<file path="config.mk">
export PLATFORM = sky130hd
export DESIGN_NAME = tmtw_ctrl
export DESIGN_NICKNAME = d
export VERILOG_FILES = /design/src/hw/rtl/tmtw_pkg.sv /design/src/hw/rtl/tmtw_ctrl.sv
export SDC_FILE = /design/constraint.sdc
export NUM_CORES = 1
export LEC_CHECK = 0
export BUFFER_PORTS_ARGS = -buffer_cell sky130_fd_sc_hd__buf_2
export CAP_MARGIN = 20
export CORE_AREA = 2 2 39 41
export DETAILED_ROUTE_END_ITERATION = 10
export DIE_AREA = 0 0 41 43
export PLACE_DENSITY = 0.47
export SETUP_SLACK_MARGIN = 0.3
export SLEW_MARGIN = 25
export SYNTH_ARGS = -nofsm -noshare
export SYNTH_HDL_FRONTEND = slang
export SYNTH_SLANG_ARGS = --single-unit
export TNS_END_PERCENT = 30
</file>
<file path="constraint.sdc">
create_clock -name clk -period 3.37 [get_ports clk]
set_input_delay 0.1685 -clock clk [delete_from_list [all_inputs] [get_ports clk]]
set_output_delay 0.1685 -clock clk [all_outputs]
set_load 0.005 [all_outputs]
</file>
<file path="src/hw/rtl/tmtw_pkg.sv">
`default_nettype none

package tmtw_pkg;

  // Screen geometry.
  localparam int COLUMNS = 80;
  localparam int ROWS    = 25;
  localparam int CELLS   = COLUMNS * ROWS;
  localparam int ADDR_W  = $clog2(CELLS);

  // Field widths of the command and result words.
  localparam int ROW_W  = 5;
  localparam int COL_W  = 7;
  localparam int CHAR_W = 8;
  localparam int CELL_W = 16;

  localparam logic [CELL_W-1:0] BLANK_CELL   = 16'h0720;
  localparam logic [CELL_W-1:0] SCROLL_CELL  = 16'h0020;
  localparam logic [CHAR_W-1:0] NEWLINE_CHAR = 8'd10;
  localparam logic [7:0]        COLOR_RESET  = 8'd7;

  typedef enum logic [1:0] {
    CMD_PUT   = 2'd0,
    CMD_READ  = 2'd1,
    CMD_CLEAR = 2'd2,
    CMD_NOP   = 2'd3
  } cmd_t;

  typedef enum logic [2:0] {
    ST_INIT,
    ST_IDLE,
    ST_EXEC,
    ST_SCROLL,
    ST_CLEAR,
    ST_DONE
  } state_t;

  // Commands from the controller to the datapath.
  typedef struct packed {
    logic latch;   // capture the incoming word, restart the sweep counter
    logic exec;    // execute the captured word
    logic fill;    // write a blank cell at the sweep address
    logic scroll;  // one step of the scroll copy
  } dp_ctl_t;

  // Status from the datapath to the controller.
  typedef struct packed {
    cmd_t cmd;
    logic scroll_needed;
    logic sweep_last;
  } dp_stat_t;

endpackage

`default_nettype wire

</file>
<file path="src/hw/rtl/tmtw_ctrl.sv">
`default_nettype none

module tmtw_ctrl import tmtw_pkg::*; (
  input  wire logic     clk,
  input  wire logic     rst,
  input  wire logic     start,
  input  wire dp_stat_t stat,
  output dp_ctl_t       ctl,
  output logic          busy,
  output logic          done
);

  state_t state, state_next;

  // State register; reset begins the clearing pass.
  always_ff @(posedge clk) begin
    if (rst) begin
      state <= ST_INIT;
    end else begin
      state <= state_next;
    end
  end

  // Next state and command decode.
  always_comb begin
    state_next = state;
    ctl        = '0;
    busy       = 1'b1;
    done       = 1'b0;
    unique case (state)
      ST_INIT: begin
        ctl.fill = 1'b1;
        if (stat.sweep_last) state_next = ST_IDLE;
      end
      ST_IDLE: begin
        busy = 1'b0;
        if (start) begin
          ctl.latch  = 1'b1;
          state_next = ST_EXEC;
        end
      end
      ST_DONE: begin
        busy = 1'b0;
        done = 1'b1;
        if (start) begin
          ctl.latch  = 1'b1;
          state_next = ST_EXEC;
        end else begin
          state_next = ST_IDLE;
        end
      end
      ST_EXEC: begin
        ctl.exec = 1'b1;
        unique case (stat.cmd)
          CMD_PUT:   state_next = stat.scroll_needed ? ST_SCROLL : ST_DONE;
          CMD_CLEAR: state_next = ST_CLEAR;
          CMD_READ:  state_next = ST_DONE;
          CMD_NOP:   state_next = ST_DONE;
          default:   state_next = ST_DONE;
        endcase
      end
      ST_SCROLL: begin
        ctl.scroll = 1'b1;
        if (stat.sweep_last) state_next = ST_DONE;
      end
      ST_CLEAR: begin
        ctl.fill = 1'b1;
        if (stat.sweep_last) state_next = ST_DONE;
      end
      default: begin
        state_next = ST_INIT;
      end
    endcase
  end

endmodule

`default_nettype wire

</file>
# After elaboration in Yosys (flattened, before gate mapping)
# Index checks and enable logic that the tools add are counted.
dict set report classes {
  muxes 14
  n_eq_ne 11
  n_reduce_logical 7
}
# cell n
set ops {}
lappend ops {{$pmux 3 s5} 1}
lappend ops {{$mux 3} 4}
lappend ops {{$pmux 3 s3} 1}
lappend ops {{$reduce_or 2->1} 4}
lappend ops {{$mux 1} 7}
lappend ops {{$eq 3x2->1 const B} 2}
lappend ops {{$eq 3x3->1 const B} 2}
lappend ops {{$eq 2x2->1 const B} 2}
lappend ops {{$ne 2x2->1 const B} 2}
lappend ops {{$eq 3x1->1 const B} 1}
lappend ops {{$logic_not 3->1} 1}
lappend ops {{$reduce_and 3->1} 1}
lappend ops {{$eq 2x1->1 const B} 1}
lappend ops {{$logic_not 2->1} 1}
lappend ops {{$mux 2} 1}
lappend ops {{$ne 2x1->1 const B} 1}
dict set report totals {
  elab_cells 33
  out_inout_bits 6
  input_bits 7
  regBits 3
}

# Depth between registers and ports, before layout
dict set report depth {
  ltp_word 4
  depth_mapped 4
  depth_no_buf 3
}

# Least setup slack after synthesis
# No wires, ideal clock.
dict set report synth_timing {
  path_kind {reg2reg}
  startpoint {register state[1]}
  endpoint {register state[1]}
  arrival_ps 1043
  required_ps 3238
  synth_period_minus_slack_ps 1175
  setup_time_ps 132
  path_stages_with_launch 4
  path_slack_ps 2195
  path_buffers 0
  cell_sequence {dfxtp_1 -> and2b_2 -> a221oi_1 -> a221oi_1}
}
dict set report synth_via {
  elab_chain_cells 4
  word_cells_on_any_way 12
  classes_between {8 x eq/ne; 1 x mux; 3 x reduce/logical}
}
# item line_no
set synth_rtl {}
lappend synth_rtl {{start, declared} tmtw_ctrl.sv:13} ;# state_t state, state_next;
lappend synth_rtl {{start signal, assigned} tmtw_ctrl.sv:20} ;# state <= state_next;
lappend synth_rtl {{$eq 3x3->1 or $eq 3x2->1 (tied branches)} tmtw_ctrl.sv:30} ;# unique case (state)
lappend synth_rtl {{$reduce_or 2->1 (no source line)} n/a}
lappend synth_rtl {{$ne 2x1->1 (no source line)} n/a}
lappend synth_rtl {{$reduce_and 3->1 (no source line)} n/a}
# Parallel ways exist; a longest one is shown, timed or not.
# A chain may end at the register's enable or synchronous reset.

# Worst setup path in the final report
dict set report layout_timing {
  startpoint {register state[1]}
  endpoint {output port done}
}
dict set report layout_via {
  elab_chain_cells 2
}
# item line_no
set layout_rtl {}
lappend layout_rtl {{$eq 3x3->1} tmtw_ctrl.sv:30}
lappend layout_rtl {{$mux 1} tmtw_ctrl.sv:30}
lappend layout_rtl {{end, declared} tmtw_ctrl.sv:10} ;# output logic done
# Every way passes these cells.

==> results by group <==
Global route
  – Largest net degree at the start of global routing: 12
  – Met1 usage: 8.974%
  – Met3 usage: 1.571%
  – Number of global-route vias before repair: approximately 280
  – Initial antenna violation count: 0
  – Layer with the highest usage: met2
  – Total track usage: under 10%
  – Grt ovf: 0
  – Global-route wire length before repair: 1062 µm
  – Met2 GRT Util: 15.00%

Timing
  – RSZ-0062 raised after global routing: no
  – TNS Setup: 0 ps
  – Setup violations, final: 0
  – Worst-Margin Slew: 366.3 ps
  – Final slew viol count: 0
  – Slew headroom: about three quarters
  – Final hold violations: 0
  – Final Cycle Share: around 43%
  – Setup Skew: 0.2626 ps
  – Max frequency: between 600 and 700 MHz
  – Final hold slack: 145.1 ps
  – Minimum clock period: around 1400 ps

Finish
  – Regs by FF count: state: 3 flops
  – Post-layout utilization of the core: about a quarter
  – Final net count: 56
  – Area grow syn2layout: 37.07%
  – Antenna diodes: 0
  – Most flops, register: state
  – Max FFs per register: 3
  – Layout cells sized above 1: a little over two fifths

Worst setup path
  – R2R depth: 3
  – Crit-path slowest cell: dfxtp_1
  – Worst path required time: about 3200 ps
  – CP Capture Type: output port
  – FF-to-FF Start: state[1]
  – Crit-path max cell delay: ~450 ps
  – Worst endpoint data arrival time: approximately 1300 ps
  – R2R Setup Slk: 2070 ps
  – R2R Path End: state[1]
  – CP Launch Type: flip-flop
  – Critical path type: flip-flop to output port
  – Cell Chain, Critical Path: and2b_2 -> and2_2 -> buf_2
  – Crit-path max FO: 8

Power and ir drop
  – Worst VDD drop: 0.1536 mV
  – Power Dens Cells: 473.9 nW/µm²
  – Lkg Pwr: approximately 0.15 nW

Clock network
  – Hold-fix buffers, CTS: 0
  – CTS Buf Count: 3
  – Setup Fix Bufs, Post-CTS: 0
  – Clock tree sinks: 3
  – Htree depth: 1
  – Max Root-Sink Buffers: 2
  – Clock Root Buffer: clkbuf_4
  – Latest clock arrival within the worst-skew pair: between 200 and 250 ps
  – CTS tree: yes
  – Worst-path clk slew: approximately 30 ps
  – Resize count post-CTS: 0

Die
  – Die area: about 1800 µm²
  – Initial Util: 18.54%
  – Site row count: 14
  – Core Area: 1384 µm²
  – IO Count: 13
  – Die Ht: between 40 and 50 µm
  – Die width: roughly 41 µm

Synthesis
  – Synth Register Bits: 3
  – Post-synth cell types: 19
  – Synthesized area: ~260 µm²
  – Mux contribution to synthesized area: 0%
  – Sequential cell area fraction in the yosys report: a little under a quarter
  – Synth Warn #: 0
  – Mapped Cells: 33
  – Largest family of logic cells by synthesized area: simple AND/OR/NAND/NOR gates
  – Post-synthesis compound-gate area fraction: 30.24%
  – Mean Syn Cell Area: 7.773 µm²
  – Post-Synth Adder-Cell Area: 0%
  – Syn nets: 40
  – Simple-gate portion of the synthesized area: between 30 and 40%
  – XOR/XNOR share of the synthesized area: 0%

Drt
  – Remaining routing DRC violations: 0
  – Routed WL: just over 600 µm
  – Post-route ant nets: 0
  – Detailed-route via count: about 300
  – 1st-pass router iterations: 4
  – Vias/cell: between 4 and 5
  – WL/cell: around 9.7 µm
  – Starting DRT DRC Count: 5

Hold path
  – Worst hold endpoint: state[2]
  – Hold Crit Class: input port to flip-flop
  – Hold Path Depth: 2
  – Hold path start: rst

Placed design
  – Hpwl dp: 502.6 µm
  – Routability congestion estimate: a little under 0.8
  – Buffers on Ports: 12

Run
  – # Max-Cap Violations: 0

Status
  – Status: completed
-- layer usage --
metal / share of wire, % / routed length [µm] / up-vias
li1: - / - / 154
met1: 37 / 228 / 142
met2: 58 / 360 / 3
met3: 4.8 / 30 / 0
met4: 0 / 0 / 0
met5: 0 / 0 / -
-- kinds of logic (layout without fill, tap and decap cells) --
logic type / count (synthesis) / count (layout)
AOI/OAI and AO/OA: 10 / 10
buffers and inverters: 5 / 20
DFF: 3 / 3
and+or+nand+nor: 15 / 15
-- critical path, delay by kind of cell, from the launching register on --
family	cells	cell delay [ps]
buffers and inverters	1	120
AND/OR/NAND/NOR	2	480
flip-flops	1	450
-- report_power, final --
part | leakage [nW] | switching [mW] | total (mW) | internal [mW]
clock | 0.0150 | 0.0166 | 0.0608 | 0.0442
sequential | 0.0247 | 0.0113 | 0.0524 | 0.0411
combinational | 0.111 | 0.0249 | 0.0534 | 0.0285
-- cell usage after synthesis --
cell	count	area [µm²]
a211o_1	1	8.760
a21oi_1	3	15.01
a221oi_1	2	17.52
a221oi_2	1	15.01
a2bb2oi_1	1	8.760
and2_2	2	15.01
and2b_2	1	8.760
buf_6	1	11.26
dfxtp_1	3	60.06
inv_1	4	15.01
nand2b_1	1	6.260
nand2b_2	1	8.760
nand3_1	1	5.000
nor2_1	4	15.01
nor3_1	2	10.01
nor3b_1	2	15.01
nor4b_1	1	8.760
o21a_1	1	7.510
o21ai_0	1	5.000
-- layout make-up --
cell class,instances,area (µm²)
multi-input cells,25,170.2
well taps,16,20.02
clock buffers,4,26.28
repair buffers,12,60.06
fillers,157,1032
flip-flops and latches,3,60.06
inverters,4,15.01
-- how the worst max path moves through the flow --
stage | startpoint | to | slack, ps | cells after the start
3_5_place_dp | state[1] | state[1] | 2070 | 3
4_1_cts | state[1] | done | 1920 | 3
6_report | state[1] | done | 1930 | 3
3_3_place_gp | state[1] | state[1] | 2030 | 3
2_1_floorplan | state[1] | state[1] | 2190 | 3
5_1_grt | state[1] | ctl[3] | 1870 | 3
-- metrics by stage --
| step | worst slack [ps] | instance area, µm² | std cells | total power, mW |
|---|---|---|---|---|
| finish | 1926 | 351.6 | 64 | 0.1666 |
| global route | 1868 | 351.6 | 64 | 0.1821 |
| CTS | 1922 | 351.6 | 64 | 0.1713 |
| detailed placement | 2068 | 325.3 | 60 | 0.1065 |
| global placement | 2028 | 325.3 | 60 | 0.1077 |
| floorplan | 2195 | 256.5 | 33 | 0.09019 |
-- cells in the final DEF (no fill, tap or decap) --
cell type	instances
nor3b_1	2
o21ai_0	1
nor2_1	4
o21a_1	1
buf_2	12
a221oi_2	1
clkbuf_4	3
a221oi_1	2
dfxtp_1	3
nor4b_1	1
inv_1	4
and2_2	2
a21oi_1	3
clkbuf_1	1
nand2b_1	1
a2bb2oi_1	1
a211o_1	1
nor3_1	2
nand2b_2	1
and2b_2	1
nand3_1	1
No activity file was read; power rests on OpenSTA's default activity.
